==> src/rtl/core/mtep_pkg.sv <==
// Shared types, codes and helpers for the MIDI track event parser.
`timescale 1ns / 1ps

package mtep_pkg;

  localparam logic [7:0] STATUS_FLAG   = 8'h80;
  localparam logic [7:0] META_STATUS   = 8'hFF;
  localparam logic [7:0] EOT_TYPE      = 8'h2F;
  localparam logic [7:0] LOW7_MASK     = 8'h7F;
  localparam logic [7:0] NIBBLE_MASK   = 8'hF0;
  localparam logic [7:0] CHAN_PRESSURE = 8'hD0;
  localparam logic [7:0] PROG_CHANGE   = 8'hC0;
  localparam logic [7:0] LOW_STATUS    = 8'h40;
  localparam logic [7:0] NO_SECOND     = 8'd127;

  localparam int QUEUE_DEPTH = 2;
  localparam int QPTR_W      = $clog2(QUEUE_DEPTH);
  localparam int QCNT_W      = $clog2(QUEUE_DEPTH + 1);

  typedef enum logic [1:0] {
    KIND_EVENT   = 2'd0,
    KIND_META    = 2'd1,
    KIND_PAYLOAD = 2'd2
  } kind_t;

  typedef enum logic [2:0] {
    PH_DELTA  = 3'd0,
    PH_STATUS = 3'd1,
    PH_DATA1  = 3'd2,
    PH_DATA2  = 3'd3,
    PH_MTYPE  = 3'd4,
    PH_MLEN   = 3'd5,
    PH_MDATA  = 3'd6,
    PH_DONE   = 3'd7
  } phase_t;

  // One classified byte of the track body.
  typedef struct packed {
    logic [7:0] data;
    logic       restart;
    logic       msb;       // status byte, or "more bytes follow" in a varlen
    logic       is_meta;   // byte is FF
    logic       is_eot;    // byte is the end-of-track meta type
  } mtep_beat_t;

  function automatic logic two_data(input logic [7:0] st);
    logic [7:0] hi;
    hi = st & NIBBLE_MASK;
    return (hi != CHAN_PRESSURE) && (hi != PROG_CHANGE) && (hi > LOW_STATUS);
  endfunction

endpackage

==> src/rtl/core/mtep_front.sv <==
// Front end: accept input beats, classify them and hold them in a short queue.
`timescale 1ns / 1ps

module mtep_front
  import mtep_pkg::*;
(
  input  logic       clk,
  input  logic       rst_n,
  input  logic       in_valid,
  output logic       in_ready,
  input  logic [7:0] in_data_byte,
  input  logic       in_restart,
  output logic       q_valid,
  output mtep_beat_t q_beat,
  input  logic       q_pop
);

  mtep_beat_t              slot_r [QUEUE_DEPTH];
  logic [QPTR_W-1:0]       wr_ptr_r, wr_ptr_nxt;
  logic [QPTR_W-1:0]       rd_ptr_r, rd_ptr_nxt;
  logic [QCNT_W-1:0]       count_r, count_nxt;
  mtep_beat_t              beat;
  logic                    push;
  logic                    pop;

  always_comb begin
    beat.data    = in_data_byte;
    beat.restart = in_restart;
    beat.msb     = (in_data_byte & STATUS_FLAG) != 8'd0;
    beat.is_meta = in_data_byte == META_STATUS;
    beat.is_eot  = in_data_byte == EOT_TYPE;
  end

  assign in_ready = count_r != QCNT_W'(QUEUE_DEPTH);
  assign q_valid  = count_r != '0;
  assign q_beat   = slot_r[rd_ptr_r];
  assign push     = in_valid && in_ready;
  assign pop      = q_pop && q_valid;

  always_comb begin
    wr_ptr_nxt = push ? wr_ptr_r + 1'b1 : wr_ptr_r;
    rd_ptr_nxt = pop ? rd_ptr_r + 1'b1 : rd_ptr_r;
    count_nxt  = count_r + QCNT_W'(push) - QCNT_W'(pop);
  end

  always_ff @(posedge clk) begin
    if (!rst_n) begin
      wr_ptr_r <= '0;
      rd_ptr_r <= '0;
      count_r  <= '0;
    end else begin
      wr_ptr_r <= wr_ptr_nxt;
      rd_ptr_r <= rd_ptr_nxt;
      count_r  <= count_nxt;
    end
  end

  always_ff @(posedge clk) begin
    if (push) begin
      slot_r[wr_ptr_r] <= beat;
    end
  end

endmodule

==> src/rtl/core/mtep_back.sv <==
// Back end: run the track parse state machine and hold the result register.
`timescale 1ns / 1ps

module mtep_back
  import mtep_pkg::*;
(
  input  logic        clk,
  input  logic        rst_n,
  input  logic        q_valid,
  input  mtep_beat_t  q_beat,
  output logic        q_pop,
  output logic        out_valid,
  input  logic        out_ready,
  output logic [1:0]  out_kind,
  output logic [31:0] out_delta_time,
  output logic [7:0]  out_status,
  output logic [7:0]  out_first_data,
  output logic [7:0]  out_second_data,
  output logic [31:0] out_meta_length,
  output logic [7:0]  out_payload_byte,
  output logic        out_last_payload,
  output logic        out_end_of_track
);

  phase_t      phase_r, phase_nxt;
  logic [7:0]  running_r, running_nxt;
  logic [31:0] delta_r, delta_nxt;
  logic [7:0]  cur_status_r, cur_status_nxt;
  logic [7:0]  first_r, first_nxt;
  logic        first_eot_r, first_eot_nxt;
  logic [31:0] length_r, length_nxt;
  logic [31:0] left_r, left_nxt;

  logic        out_valid_r, out_valid_nxt;
  kind_t       kind_r, kind_nxt;
  logic [31:0] o_delta_r, o_delta_nxt;
  logic [7:0]  o_status_r, o_status_nxt;
  logic [7:0]  o_first_r, o_first_nxt;
  logic [7:0]  o_second_r, o_second_nxt;
  logic [31:0] o_length_r, o_length_nxt;
  logic [7:0]  o_payload_r, o_payload_nxt;
  logic        o_last_r, o_last_nxt;
  logic        o_eot_r, o_eot_nxt;

  logic        take;
  logic        emit;
  logic        finish;
  logic [6:0]  low7;
  logic [31:0] left_dec;

  // Advance only when the result register is free or draining this cycle.
  assign take  = q_valid && (!out_valid_r || out_ready);
  assign q_pop = take;
  assign low7  = q_beat.data[6:0];

  always_comb begin
    phase_nxt      = phase_r;
    running_nxt    = running_r;
    delta_nxt      = delta_r;
    cur_status_nxt = cur_status_r;
    first_nxt      = first_r;
    first_eot_nxt  = first_eot_r;
    length_nxt     = length_r;
    left_nxt       = left_r;
    emit           = 1'b0;
    finish         = 1'b0;
    kind_nxt       = KIND_EVENT;
    o_second_nxt   = NO_SECOND;
    o_payload_nxt  = 8'd0;
    o_last_nxt     = 1'b0;
    left_dec       = left_r - 32'd1;

    if (take) begin
      if (q_beat.restart) begin
        phase_nxt  = PH_DELTA;
        delta_nxt  = 32'd0;
        length_nxt = 32'd0;
        left_nxt   = 32'd0;
      end
      left_dec = left_nxt - 32'd1;

      unique case (phase_nxt)
        PH_DELTA: begin
          delta_nxt = {delta_nxt[24:0], low7};
          if (!q_beat.msb) begin
            phase_nxt = PH_STATUS;
          end
        end
        PH_STATUS: begin
          if (q_beat.msb) begin
            cur_status_nxt = q_beat.data;
            if (q_beat.is_meta) begin
              phase_nxt = PH_MTYPE;
            end else begin
              running_nxt = q_beat.data;
              phase_nxt   = PH_DATA1;
            end
          end else begin
            // Running status: this byte is already the first data byte.
            cur_status_nxt = running_r;
            first_nxt      = q_beat.data;
            first_eot_nxt  = q_beat.is_eot;
            if (two_data(running_r)) begin
              phase_nxt = PH_DATA2;
            end else begin
              emit   = 1'b1;
              finish = 1'b1;
            end
          end
        end
        PH_DATA1: begin
          first_nxt     = q_beat.data;
          first_eot_nxt = q_beat.is_eot;
          if (two_data(cur_status_r)) begin
            phase_nxt = PH_DATA2;
          end else begin
            emit   = 1'b1;
            finish = 1'b1;
          end
        end
        PH_DATA2: begin
          o_second_nxt = q_beat.data;
          emit         = 1'b1;
          finish       = 1'b1;
        end
        PH_MTYPE: begin
          first_nxt     = q_beat.data;
          first_eot_nxt = q_beat.is_eot;
          length_nxt    = 32'd0;
          phase_nxt     = PH_MLEN;
        end
        PH_MLEN: begin
          length_nxt = {length_nxt[24:0], low7};
          if (!q_beat.msb) begin
            emit         = 1'b1;
            kind_nxt     = KIND_META;
            o_second_nxt = 8'd0;
            left_nxt     = length_nxt;
            if (length_nxt == 32'd0) begin
              finish = 1'b1;
            end else begin
              phase_nxt = PH_MDATA;
            end
          end
        end
        PH_MDATA: begin
          left_nxt      = left_dec;
          emit          = 1'b1;
          kind_nxt      = KIND_PAYLOAD;
          o_second_nxt  = 8'd0;
          o_payload_nxt = q_beat.data;
          o_last_nxt    = left_dec == 32'd0;
          finish        = left_dec == 32'd0;
        end
        PH_DONE: begin
          // drop everything until a restart beat
        end
        default: begin
        end
      endcase
    end

    o_delta_nxt  = delta_nxt;
    o_status_nxt = cur_status_nxt;
    o_first_nxt  = first_nxt;
    o_length_nxt = (kind_nxt == KIND_EVENT) ? 32'd0 : length_nxt;
    o_eot_nxt    = (kind_nxt != KIND_EVENT) && (cur_status_nxt == META_STATUS) &&
                   first_eot_nxt;

    if (finish) begin
      delta_nxt = 32'd0;
      phase_nxt = ((cur_status_nxt == META_STATUS) && first_eot_nxt) ? PH_DONE
                                                                      : PH_DELTA;
    end

    if (take && emit) begin
      out_valid_nxt = 1'b1;
    end else if (out_ready) begin
      out_valid_nxt = 1'b0;
    end else begin
      out_valid_nxt = out_valid_r;
    end
  end

  always_ff @(posedge clk) begin
    if (!rst_n) begin
      phase_r      <= PH_DELTA;
      running_r    <= 8'd0;
      delta_r      <= 32'd0;
      cur_status_r <= 8'd0;
      first_r      <= 8'd0;
      first_eot_r  <= 1'b0;
      length_r     <= 32'd0;
      left_r       <= 32'd0;
      out_valid_r  <= 1'b0;
    end else begin
      phase_r      <= phase_nxt;
      running_r    <= running_nxt;
      delta_r      <= delta_nxt;
      cur_status_r <= cur_status_nxt;
      first_r      <= first_nxt;
      first_eot_r  <= first_eot_nxt;
      length_r     <= length_nxt;
      left_r       <= left_nxt;
      out_valid_r  <= out_valid_nxt;
    end
  end

  always_ff @(posedge clk) begin
    if (take && emit) begin
      kind_r      <= kind_nxt;
      o_delta_r   <= o_delta_nxt;
      o_status_r  <= o_status_nxt;
      o_first_r   <= o_first_nxt;
      o_second_r  <= o_second_nxt;
      o_length_r  <= o_length_nxt;
      o_payload_r <= o_payload_nxt;
      o_last_r    <= o_last_nxt;
      o_eot_r     <= o_eot_nxt;
    end
  end

  assign out_valid        = out_valid_r;
  assign out_kind         = kind_r;
  assign out_delta_time   = o_delta_r;
  assign out_status       = o_status_r;
  assign out_first_data   = o_first_r;
  assign out_second_data  = o_second_r;
  assign out_meta_length  = o_length_r;
  assign out_payload_byte = o_payload_r;
  assign out_last_payload = o_last_r;
  assign out_end_of_track = o_eot_r;

endmodule

==> src/rtl/core/midi_track_event_parser.sv <==
// MIDI track event parser: receives track body bytes, delivers decoded events.
//
// Input channel (in_valid/in_ready): one track body byte per beat in
// in_data_byte; in_restart marks the first byte of a new track body.
// Running status survives a restart; everything else of the parse restarts.
// Output channel (out_valid/out_ready): one beat per channel or system
// event, per meta event header and per meta payload byte; out_kind tells
// them apart. Bytes that complete nothing produce no beat.
// Throughput: one byte per cycle while the receiver keeps taking results;
// the parse state machine makes one step per accepted byte. A byte that
// completes a result passes through a queue slot, then the result
// register, before the result is valid.
// A two-entry queue sits between the byte classifier and the parser, and the
// result register frees as it is taken, so the input keeps flowing while a
// result waits. When the receiver stalls, the parser halts and the queue
// fills; in_ready drops once it holds two bytes.
// Reset (rst_n low, synchronous) empties the queue and the result register
// and returns the parser to expecting a delta time with zero running status.
`timescale 1ns / 1ps

module midi_track_event_parser
  import mtep_pkg::*;
(
  input  logic        clk,
  input  logic        rst_n,
  input  logic        in_valid,
  output logic        in_ready,
  input  logic [7:0]  in_data_byte,
  input  logic        in_restart,
  output logic        out_valid,
  input  logic        out_ready,
  output logic [1:0]  out_kind,
  output logic [31:0] out_delta_time,
  output logic [7:0]  out_status,
  output logic [7:0]  out_first_data,
  output logic [7:0]  out_second_data,
  output logic [31:0] out_meta_length,
  output logic [7:0]  out_payload_byte,
  output logic        out_last_payload,
  output logic        out_end_of_track
);

  logic       q_valid;
  mtep_beat_t q_beat;
  logic       q_pop;

  mtep_front u_front (
    .clk          (clk),
    .rst_n        (rst_n),
    .in_valid     (in_valid),
    .in_ready     (in_ready),
    .in_data_byte (in_data_byte),
    .in_restart   (in_restart),
    .q_valid      (q_valid),
    .q_beat       (q_beat),
    .q_pop        (q_pop)
  );

  mtep_back u_back (
    .clk              (clk),
    .rst_n            (rst_n),
    .q_valid          (q_valid),
    .q_beat           (q_beat),
    .q_pop            (q_pop),
    .out_valid        (out_valid),
    .out_ready        (out_ready),
    .out_kind         (out_kind),
    .out_delta_time   (out_delta_time),
    .out_status       (out_status),
    .out_first_data   (out_first_data),
    .out_second_data  (out_second_data),
    .out_meta_length  (out_meta_length),
    .out_payload_byte (out_payload_byte),
    .out_last_payload (out_last_payload),
    .out_end_of_track (out_end_of_track)
  );

`ifndef NO_ASSERTIONS
  a_meta_status: assert property (@(posedge clk) disable iff (!rst_n)
    out_valid && (out_kind != KIND_EVENT) |-> out_status == META_STATUS)
    else $error("meta beat without FF status");

  a_last_only_payload: assert property (@(posedge clk) disable iff (!rst_n)
    out_valid && out_last_payload |-> out_kind == KIND_PAYLOAD)
    else $error("last_payload on a non-payload beat");

  a_event_no_length: assert property (@(posedge clk) disable iff (!rst_n)
    out_valid && (out_kind == KIND_EVENT) |-> out_meta_length == 32'd0 &&
      !out_end_of_track)
    else $error("channel event carries meta fields");

  a_no_pop_when_stalled: assert property (@(posedge clk) disable iff (!rst_n)
    out_valid && !out_ready |-> !q_pop)
    else $error("parser advanced while result register is held");
`endif

endmodule
==> config.mk <==
export PLATFORM = sky130hd
export DESIGN_NAME = midi_track_event_parser
export DESIGN_NICKNAME = d
export VERILOG_FILES = /design/src/rtl/core/mtep_pkg.sv /design/src/rtl/core/mtep_front.sv /design/src/rtl/core/mtep_back.sv /design/src/rtl/core/midi_track_event_parser.sv
export SDC_FILE = /design/constraint.sdc
export NUM_CORES = 1
export LEC_CHECK = 0
export ABC_AREA = 0
export BUFFER_PORTS_ARGS = -buffer_cell sky130_fd_sc_hd__buf_2
export CAP_MARGIN = 20
export CORE_MARGIN = 10
export CORE_UTILIZATION = 60
export CTS_CLUSTER_DIAMETER = 60
export DETAILED_ROUTE_END_ITERATION = 8
export PLACE_DENSITY = 0.81
export SLEW_MARGIN = 40
export SYNTH_ARGS = -nofsm -noshare
export SYNTH_HDL_FRONTEND = slang
export SYNTH_SLANG_ARGS = --single-unit
==> constraint.sdc <==
create_clock -name clk -period 6.31 [get_ports clk]
set_input_delay 0.3155 -clock clk [delete_from_list [all_inputs] [get_ports clk]]
set_output_delay 0.3155 -clock clk [all_outputs]
set_load 0.02 [all_outputs]
==> results of run 1 <==
-- worst min-delay path: cells and delay by family --
kind,cells,cell delay [ns]
and+or+nand+nor,2,0.19
buffers and inverters,1,0.11
xor gates and xnor gates,1,0.08
-- worst paths after layout --
path,startpoint,cells past startpoint,endpoint,slack (ns)
worst max-delay path,register,11,u_back.delta_r[31],2.23
worst min register to register,u_back.running_r[3],2,u_back.running_r[3],0.50
worst max register to register,register,11,u_back.delta_r[31],2.23
worst min-delay path,in_valid,4,u_front.wr_ptr_r,0.19
-- cells by family after synthesis --
| group | Yosys count | synth area share |
|---|---|---|
| and+or+nand+nor | 464 | 0.213 |
| muxes | 37 | 0.0348 |
| buffers and inverters | 110 | 0.0473 |
| adders and majority gates | 4 | 0.00423 |
| xor gates and xnor gates | 17 | 0.0126 |
| AOI/OAI and AO/OA | 279 | 0.159 |
| DFF | 252 | 0.529 |
-- timing repair --
item,4_1_cts,5_1_grt
setup endpoints to repair,0,0
hold buffers,9,0
hold endpoints to repair,18,0
-- power groups by stage --
stage | logic (uW) | registers (uW) | clock network (uW)
after floorplan | 1520 | 2050 | 0
after global placement | 1810 | 2150 | 0
after detailed placement | 1830 | 2160 | 0
after CTS | 1860 | 2120 | 1520
after global routing | 2070 | 2150 | 1590
final | 1900 | 2130 | 1510
-- layer usage --
metal	track usage	part of all wire	up-vias
met5	0	0	-
met4	0.0559	0.021	0
met3	0.0509	0.11	62
met2	0.362	0.46	514
met1	0.320	0.41	4433
li1	-	-	4431
-- sequential cells by signal (all words and copies together), names as in the netlist, 2 cells and up, named ones only --
register / count
u_back.out_payload_byte: 8
u_back.out_status: 8
u_front.count_r: 2
u_back.out_delta_time: 32
u_back.out_first_data: 8
u_back.first_r: 8
u_back.left_r: 32
u_back.out_kind: 2
u_back.out_meta_length: 32
u_front.slot_r: 22
u_back.length_r: 32
u_back.phase_r: 3
u_back.delta_r: 32
u_back.cur_status_r: 8
u_back.out_second_data: 8
u_back.running_r: 8
-- cells in the mapped netlist (5+ instances only) --
library cell  instances  share of area
edfxtp_1            122           0.31
o211a_1               7         0.0059
or4_1                 5         0.0032
a22oi_1              16          0.010
clkbuf_1             49          0.016
a221oi_1              8         0.0059
nand3_1              47          0.020
nor2_1              164          0.052
buf_4                 7         0.0044
xnor2_1               8         0.0059
a211oi_1              9         0.0057
a21oi_1              70          0.030
o21ai_0              72          0.030
buf_6                 7         0.0067
nand4_1               7         0.0037
a22o_2               23          0.019
and3_1               13         0.0069
dfxtp_1             130           0.22
o211ai_1              8         0.0051
buf_1                11         0.0035
nor3_1               23         0.0097
a31oi_1               9         0.0048
mux2i_1              18          0.015
nor2b_2              30          0.022
and2_1               13         0.0069
nor2b_1               6         0.0032
mux2_2               16          0.015
nor4b_1               6         0.0044
inv_1                23         0.0073
a41oi_1               5         0.0037
nor4_4                6          0.011
nor4_1               22          0.012
a22o_1                9         0.0067
nand2b_1              6         0.0032
xor2_1                9         0.0067
buf_2                 7         0.0030
nand2_1              78          0.025
clkbuf_8              6         0.0070
-- per-stage QoR --
step / instance area [um2] / cells
after global routing: 13300 / 1522
final: 13300 / 1522
after CTS: 13300 / 1522
after floorplan: 11800 / 1163
after detailed placement: 12400 / 1467
after global placement: 12400 / 1467
-- cell type report --
| cell class | count | area [um2] | area share |
|---|---|---|---|
| clock buffers | 36 | 737 | 0.0552 |
| clock inverters | 10 | 113 | 0.00844 |
| inverters | 23 | 93.8 | 0.00704 |
| multi-input cells | 801 | 5040 | 0.378 |
| flip-flops and latches | 252 | 6270 | 0.470 |
| well taps | 265 | 332 | 0.0249 |
| repair buffers | 135 | 753 | 0.0565 |
==> run metrics, run 1 <==
status completed; critical-path maximum fanout between 50 and 60; Post-synth ARST share 0; IO Count 115; worst hold slack 0.192 ns; CP Capture Type register; overall global routing resource usage 0.231; Initial Util 0.608; Seq/Total Area, Yosys 0.529; Antenna Violating Nets Remaining 0; MaxCap Viol Count 0; CTS tree yes; share of post-route cells with drive strength above 1 0.222; drt total wl 30700 um; Post-Syn Area 11800 um2; Worst Path Required approximately 6.7 ns; Slew @ Worst Pin 0.886 ns; most frequent CP cell buf_4; RSZ-0062 raised after global routing false; period utilization 0.646; Worst Clk Skew 0.0198 ns; synthesized area per cell 10.2 um2; initial antenna violation count 0; Vias/cell 6.20; Post-synth EDFFs 122; drt pass-1 iters 8; vias 9440; DR DRC count 0; Psw 2120 uW; Clk Latency, worst-skew pair between 0.5 and 0.6 ns; I/O Buffers 114; fin util 0.685; internal power about 3400 uW; Post-Syn Nets 1180; H-Tree Level Count 1; CTS resizes 0; slowest stage delay, CP 0.73 ns; TNS Setup 0 ns; CP delay by family, top simple AND/OR/NAND/NOR gates; fmax 245 MHz; row cnt slightly above 50; die area about 26000 um2; P_leak 0.00498 uW; slew margin rel. 0.392; final setup vio count 0; CTS Sinks 252; initial DRC count 1072; first-pass GRT wire length 49600 um; postcts setup bufs 0; Avg WL per Cell between 20 and 25 um; total power 5540 uW; HPWL after DPL 20500 um; diode count 0; CTS clock-pin slew for the worst setup and hold paths 0.06 ns; CP max stage cell nand4_1; most common cell after layout, fill and taps aside nor2_1; Setup WS post-layout 2.23 ns; CP bufs+invs 3; crit path time final 4.08 ns; FILL cells 1445; worst path cell trace buf_4, mux2i_4, buf_4, nand4_1, nor3_1, nand3_1, nor4_2, o211ai_1, o31ai_4, buf_4, nor2b_1; die height 160 um; commonest cells after routing, fill and taps aside 161 x nor2_1, 130 x dfxtp_1, 122 x edfxtp_1; Setup WS pre-CTS 2.16 ns; Final Hold Vio Count 0; Die Span X 160 um; Hold Path Class input pin to register; CTS root buf clkbuf_16; top_reg_cell synth dfxtp_1; core area ~20000 um2; Power Density 415 nW/um2; largest net degree at the start of global routing 101; routability cong. 0.946; synth unique cells 86; TritonCTS buffer count 25; final net count 1255; final slew viol count 0; Switching Share 0.382; Max clock buf depth 3; synthesis-to-layout area growth 12.7%; CP Data Arrival Time between 4 and 5 ns; Ys Warns 0; VDD IR-drop max 0.221 mV; vias in the first global route 8924; Cells after Synth 1163; grt ovf 0; CP Launch Type register; logic gate share of total power 0.342; Clk network pwr share 0.272; crit path kind register to register; share of total power in sequential cells 0.385; Yosys reg bits roughly 250
No activity file was read; power rests on OpenSTA's default activity.
==> run 2: changes to the inputs <==
--- a/config.mk
+++ b/config.mk
@@ -9,10 +9,10 @@
 export BUFFER_PORTS_ARGS = -buffer_cell sky130_fd_sc_hd__buf_2
 export CAP_MARGIN = 20
 export CORE_MARGIN = 10
-export CORE_UTILIZATION = 60
+export CORE_UTILIZATION = 54
 export CTS_CLUSTER_DIAMETER = 60
 export DETAILED_ROUTE_END_ITERATION = 8
-export PLACE_DENSITY = 0.81
+export PLACE_DENSITY = 0.77
 export SLEW_MARGIN = 40
 export SYNTH_ARGS = -nofsm -noshare
 export SYNTH_HDL_FRONTEND = slang
==> constraint.sdc (replaced) <==
create_clock -name clk -period 3.4 [get_ports clk]
set_input_delay 0.17 -clock clk [delete_from_list [all_inputs] [get_ports clk]]
set_output_delay 0.17 -clock clk [all_outputs]
set_load 0.02 [all_outputs]
==> run 2 against run 1 <==
Flip-flop and latch count did not move. Highest routed layer unchanged. First-iteration DRC count rose by 14%. Maximum frequency rose by 30%. Critical endpoint unchanged. Count of clock-buffer cells in the layout rose by 2. Global-route usage fell by 1.5 points. Register-to-register slack got worse by 2.0 ns. Via count rose by 0.79%. Critical path depth fell by 2. Non-clock buffer count rose by 26. Die area rose by 9.7%.
==> run metrics, run 2 (synthesis results as in run 1) <==
CP Capture Type register (unchanged); initial antenna violation count 0 (unchanged); Avg WL per Cell 20.3 um (was 20.2 um); placed cells 1508 (was 1467); slew margin rel. 0.422 (was 0.392); most common cell after layout, fill and taps aside nor2_1 (unchanged); Die Span X 168 um (was 160 um); postcts setup bufs 0 (unchanged); routability cong. 0.989 (was 0.946); CP delay by family, top simple AND/OR/NAND/NOR gates (unchanged); Clk Latency, worst-skew pair 0.54 ns (about the same); H-Tree Level Count 1 (unchanged); diode count 0 (unchanged); CP bufs+invs 1 (was 3); area of the multi-input gates 5050 um2 (was 5040 um2); CTS tree yes (unchanged); initial DRC count 1227 (was 1072); fmax 320 MHz (was 245 MHz); commonest cells after routing, fill and taps aside 161 x nor2_1, 130 x dfxtp_1, 122 x edfxtp_1 (unchanged); CTS root buf clkbuf_16 (unchanged); CP Launch Type register (unchanged); die area 28200 um2 (was 25800 um2); Power Density 762 nW/um2 (was 415 nW/um2); status completed (unchanged); HPWL after DPL 21900 um (was 20500 um); critical-path maximum fanout 32 (was 59); final slew viol count 0 (unchanged); DR DRC count 0 (unchanged); sequential cell area 6270 um2 (unchanged); placed cell area 12600 um2 (was 12400 um2); slowest stage delay, CP 0.53 ns (was 0.73 ns); vias 9515 (was 9440); final setup vio count 0 (unchanged); die height 168 um (was 160 um); Slew @ Worst Pin 0.859 ns (was 0.886 ns); MaxCap Viol Count 0 (unchanged); Worst Clk Skew 0.0234 ns (was 0.0198 ns); r2r setup slk 0.27 ns (was 2.23 ns); TritonCTS buffer count 25 (unchanged); Worst Path Required 3.80 ns (was 6.71 ns); row cnt 54 (was 51); drt total wl 31700 um (was 30700 um); Final Hold Vio Count 0 (unchanged); TNS Setup 0 ns (unchanged); Max clock buf depth 3 (unchanged); largest net degree at the start of global routing 62 (was 101); P_leak 0.00510 uW (was 0.00498 uW); crit path kind register to register (unchanged); FILL cells 1720 (was 1445); first-pass GRT wire length 50800 um (was 49600 um); I/O Buffers 114 (unchanged); cell area after layout 13600 um2 (was 13300 um2); drt pass-1 iters 5 (was 8); Vias/cell 6.09 (was 6.20); overall global routing resource usage 0.216 (was 0.231); final net count 1281 (was 1255); Setup WS pre-CTS 0.347 ns (was 2.16 ns); IO Count 115 (unchanged); CP Data Arrival Time 3.53 ns (was 4.48 ns); Initial Util 0.546 (was 0.608); core area 21700 um2 (was 19500 um2); VDD IR-drop max 0.337 mV (was 0.221 mV); CP max stage cell nor4_4 (was nand4_1); synthesis-to-layout area growth 14.5% (was 12.7%); grt ovf 0 (unchanged); worst path cell trace nor4_4, nand4b_1, xnor2_1, o31ai_1, nor4b_4, o211ai_1, o31ai_4, buf_12, nor2b_1 (was buf_4, mux2i_4, buf_4, nand4_1, nor3_1, nand3_1, nor4_2, o211ai_1, o31ai_4, buf_4, nor2b_1); CTS Sinks 252 (unchanged); fin cells 1563 (was 1522); RSZ-0062 raised after global routing false (unchanged); Hold Path Class input pin to register (unchanged); Antenna Violating Nets Remaining 0 (unchanged); CTS resizes 0 (unchanged); Setup WS post-layout 0.272 ns (was 2.23 ns); CTS clock-pin slew for the worst setup and hold paths 0.06 ns (about the same); total power 10300 uW (was 5540 uW); vias in the first global route 9125 (was 8924); crit path time final 3.13 ns (was 4.08 ns); share of post-route cells with drive strength above 1 0.235 (was 0.222); period utilization 0.920 (was 0.646)
run 2: cell types whose count changed in the layout (fill, tap and decap cells not counted), moves of 2 or more:
cell and delta:
clkbuf_8 -3, buf_12 +2, clkbuf_1 +5, clkinv_2 +2
buf_4 +23
run 2: what timing repair did:
action,in CTS,in global routing
hold buffers,9,0
endpoints found under the hold margin,20,0
endpoints found under the setup margin,0,0
run 2: through the flow:
step           hold slack [ns]  utilization
2_1_floorplan            0.269            -
3_3_place_gp             0.362        0.582
3_5_place_dp             0.369        0.582
4_1_cts                 0.0407        0.624
5_1_grt                 0.0986        0.625
6_report                0.0510        0.625
run 2: power breakdown:
| group | switching [uW] | leakage, uW | internal (uW) |
|---|---|---|---|
| Clock | 1150 | 0.000406 | 1610 |
| Sequential | 416 | 0.00218 | 3520 |
| Combinational | 2330 | 0.00251 | 1310 |
run 2: worst reg2reg max path, stage by stage, from the launching register on:
cell and delay, ns:
dfxtp_1 0.44, nor4_4 0.53, nand4b_1 0.32, xnor2_1 0.21, o31ai_1 0.33, nor4b_4 0.26, o211ai_1 0.20, o31ai_4 0.36
buf_12 0.27, nor2b_1 0.09
run 2: path summary, 6_finish.rpt:
path | start | endpoint | cells past startpoint
setup reg to reg | u_back.left_r[2] | u_back.delta_r[31] | 9
hold reg to reg | u_back.running_r[0] | u_back.running_r[0] | 2
hold / removal | in_valid | u_front.wr_ptr_r | 4
setup / recovery | u_back.left_r[2] | u_back.delta_r[31] | 9
run 2: area by class of cell:
type,instances,area share
Inverter,23,0.00665
Timing Repair Buffer,161,0.0716
Clock buffer,38,0.0527
Multi-Input combinational cell,801,0.373
Clock inverter,8,0.00803
Sequential cell,252,0.462
Tap cell,280,0.0258
run 2: layer usage:
| metal | track usage | vias to the layer above | part of all wire |
|---|---|---|---|
| met5 | 0 | - | 0 |
| met4 | 0.0606 | 0 | 0.022 |
| met3 | 0.0466 | 57 | 0.098 |
| met2 | 0.341 | 484 | 0.46 |
| met1 | 0.294 | 4498 | 0.42 |
| li1 | - | 4476 | - |
==> run 3: changes to the inputs <==
--- a/config.mk
+++ b/config.mk
@@ -9,10 +9,9 @@
 export BUFFER_PORTS_ARGS = -buffer_cell sky130_fd_sc_hd__buf_2
 export CAP_MARGIN = 20
 export CORE_MARGIN = 10
-export CORE_UTILIZATION = 54
+export CORE_UTILIZATION = 40
 export CTS_CLUSTER_DIAMETER = 60
 export DETAILED_ROUTE_END_ITERATION = 8
-export PLACE_DENSITY = 0.77
 export SLEW_MARGIN = 40
 export SYNTH_ARGS = -nofsm -noshare
 export SYNTH_HDL_FRONTEND = slang
==> run 3 against run 2 <==
First-iteration DRC count down 15%. Die area up 31%. Clock skew down 0.0092 ns. Maximum frequency about the same. Largest power group unchanged. Critical path depth up 3. Utilization down 15 points. Critical path type unchanged. Hold slack worse by 0.0041 ns. Non-clock buffer count up 11.
==> run metrics, run 3 (synthesis results as in run 1) <==
status completed (unchanged); die height 192 um (was 168 um); initial DRC count 1049 (was 1227); Worst Clk Skew 0.0142 ns (was 0.0234 ns); CP Capture Type register (unchanged); drt total wl 33000 um (was 31700 um); crit path time final 3.13 ns (about the same); RSZ-0062 raised after global routing false (unchanged); CTS tree yes (unchanged); TritonCTS buffer count 27 (was 25); postcts setup bufs 0 (unchanged); CTS root buf clkbuf_16 (unchanged); Antenna Violating Nets Remaining 0 (unchanged); P_leak 0.00519 uW (was 0.00510 uW); Clk Latency, worst-skew pair 0.54 ns (about the same); Slew @ Worst Pin 0.942 ns (was 0.859 ns); Avg WL per Cell 19.6 um (was 20.3 um); VDD IR-drop max 0.429 mV (was 0.337 mV); share of post-route cells with drive strength above 1 0.246 (was 0.235); min-delay src in_valid (unchanged); TNS Setup 0 ns (unchanged); CTS clock-pin slew for the worst setup and hold paths 0.06 ns (about the same); core area 28900 um2 (was 21700 um2); H-Tree Level Count 1 (unchanged); final slew viol count 0 (unchanged); commonest cells after routing, fill and taps aside 161 x nor2_1, 130 x dfxtp_1, 122 x edfxtp_1 (unchanged); grt ovf 0 (unchanged); Worst Path Required 3.83 ns (was 3.80 ns); final net count 1294 (was 1281); row cnt 62 (was 54); IO Count 115 (unchanged); HPWL after DPL 23400 um (was 21900 um); synthesis-to-layout area growth 17.1% (was 14.5%); first-pass GRT wire length 51200 um (was 50800 um); fmax 320 MHz (about the same); DR DRC count 0 (unchanged); I/O Buffers 114 (unchanged); critical-path maximum fanout 32 (unchanged); Die Span X 192 um (was 168 um); initial antenna violation count 0 (unchanged); Hold Path Class input pin to register (unchanged); CTS resizes 0 (unchanged); total power 10600 uW (was 10300 uW); die area 36900 um2 (was 28200 um2); crit path kind register to register (unchanged); most common cell after layout, fill and taps aside nor2_1 (unchanged); MaxCap Viol Count 0 (unchanged); Final Hold Vio Count 0 (unchanged); final setup vio count 0 (unchanged); vias in the first global route 8740 (was 9125); overall global routing resource usage 0.173 (was 0.216); Power Density 765 nW/um2 (was 762 nW/um2); Initial Util 0.409 (was 0.546); CP Launch Type register (unchanged); largest net degree at the start of global routing 70 (was 62); Setup WS post-layout 0.274 ns (was 0.272 ns); CP Data Arrival Time 3.56 ns (was 3.53 ns); vias 9393 (was 9515); slew margin rel. 0.354 (was 0.422); period utilization 0.920 (about the same); CTS Sinks 252 (unchanged); Vias/cell 5.58 (was 6.09); routability cong. 0.925 (was 0.989); diode count 0 (unchanged); drt pass-1 iters 7 (was 5); Max clock buf depth 3 (unchanged); Setup WS pre-CTS 0.330 ns (was 0.347 ns)
-- run 3: changes by cell type in the layout (fill, tap and decap cells not counted), sizes merged --
cell,change
clkinvlp,+4
clkbuf,-3
inv,-1
clkinv,+4
buf,+11
-- run 3: path summary, 6_finish.rpt --
kind                                            end  slack (ns)  depth (start not counted)
worst min register to register  u_back.running_r[2]        0.50                          2
worst min-delay path               u_front.wr_ptr_r        0.05                          4
worst max-delay path              u_back.delta_r[5]        0.27                         12
worst max register to register    u_back.delta_r[5]        0.27                         12
-- run 3: cell type report --
class                      instances  area [um2]
timing repair buffer             172        1050
clock buffer                      35         746
multi-input combinational        801        5050
inverter                          23        90.1
clock inverter                    15         179
sequential                       252        6270
fill                            2684       15100
tap                              384         480
-- run 3: repair_timing --
action	in CTS	in global routing
hold endpoints to repair	20	0
hold buffers	9	0
setup endpoints to repair	0	0
-- run 3: power by group --
| part | switching [uW] | total [uW] | internal, uW |
|---|---|---|---|
| Sequential | 425 | 3940 | 3520 |
| Combinational | 2330 | 3680 | 1340 |
| Clock | 1260 | 2980 | 1730 |
-- run 3: metal layers --
| metal | wire [um] | track usage | vias up |
|---|---|---|---|
| li1 | - | - | 4485 |
| met1 | 15200 | 0.244 | 4529 |
| met2 | 14800 | 0.271 | 327 |
| met3 | 2250 | 0.0276 | 52 |
| met4 | 645 | 0.0426 | 0 |
| met5 | 0 | 0 | - |
-- run 3: worst max-delay path: stages, from the launching register on --
cell and delay, ns:
dfxtp_1 0.39, mux2i_4 0.29, nand2_1 0.11, ha_1 0.26
buf_4 0.19, nor2_1 0.31, a41oi_1 0.09, o31a_1 0.16
nor4_2 0.28, o211ai_1 0.19, o31ai_4 0.38, buf_12 0.27
nor2b_2 0.06
-- run 3: metrics by stage --
step | util | hold WS (ns) | area, um2 | std cells
floorplan | - | 0.269 | 11900 | 1163
global placement | 0.443 | 0.361 | 12800 | 1623
detailed placement | 0.444 | 0.374 | 12800 | 1623
CTS | 0.479 | 0.0342 | 13900 | 1682
global route | 0.479 | 0.0804 | 13900 | 1682
finish | 0.479 | 0.0468 | 13900 | 1682
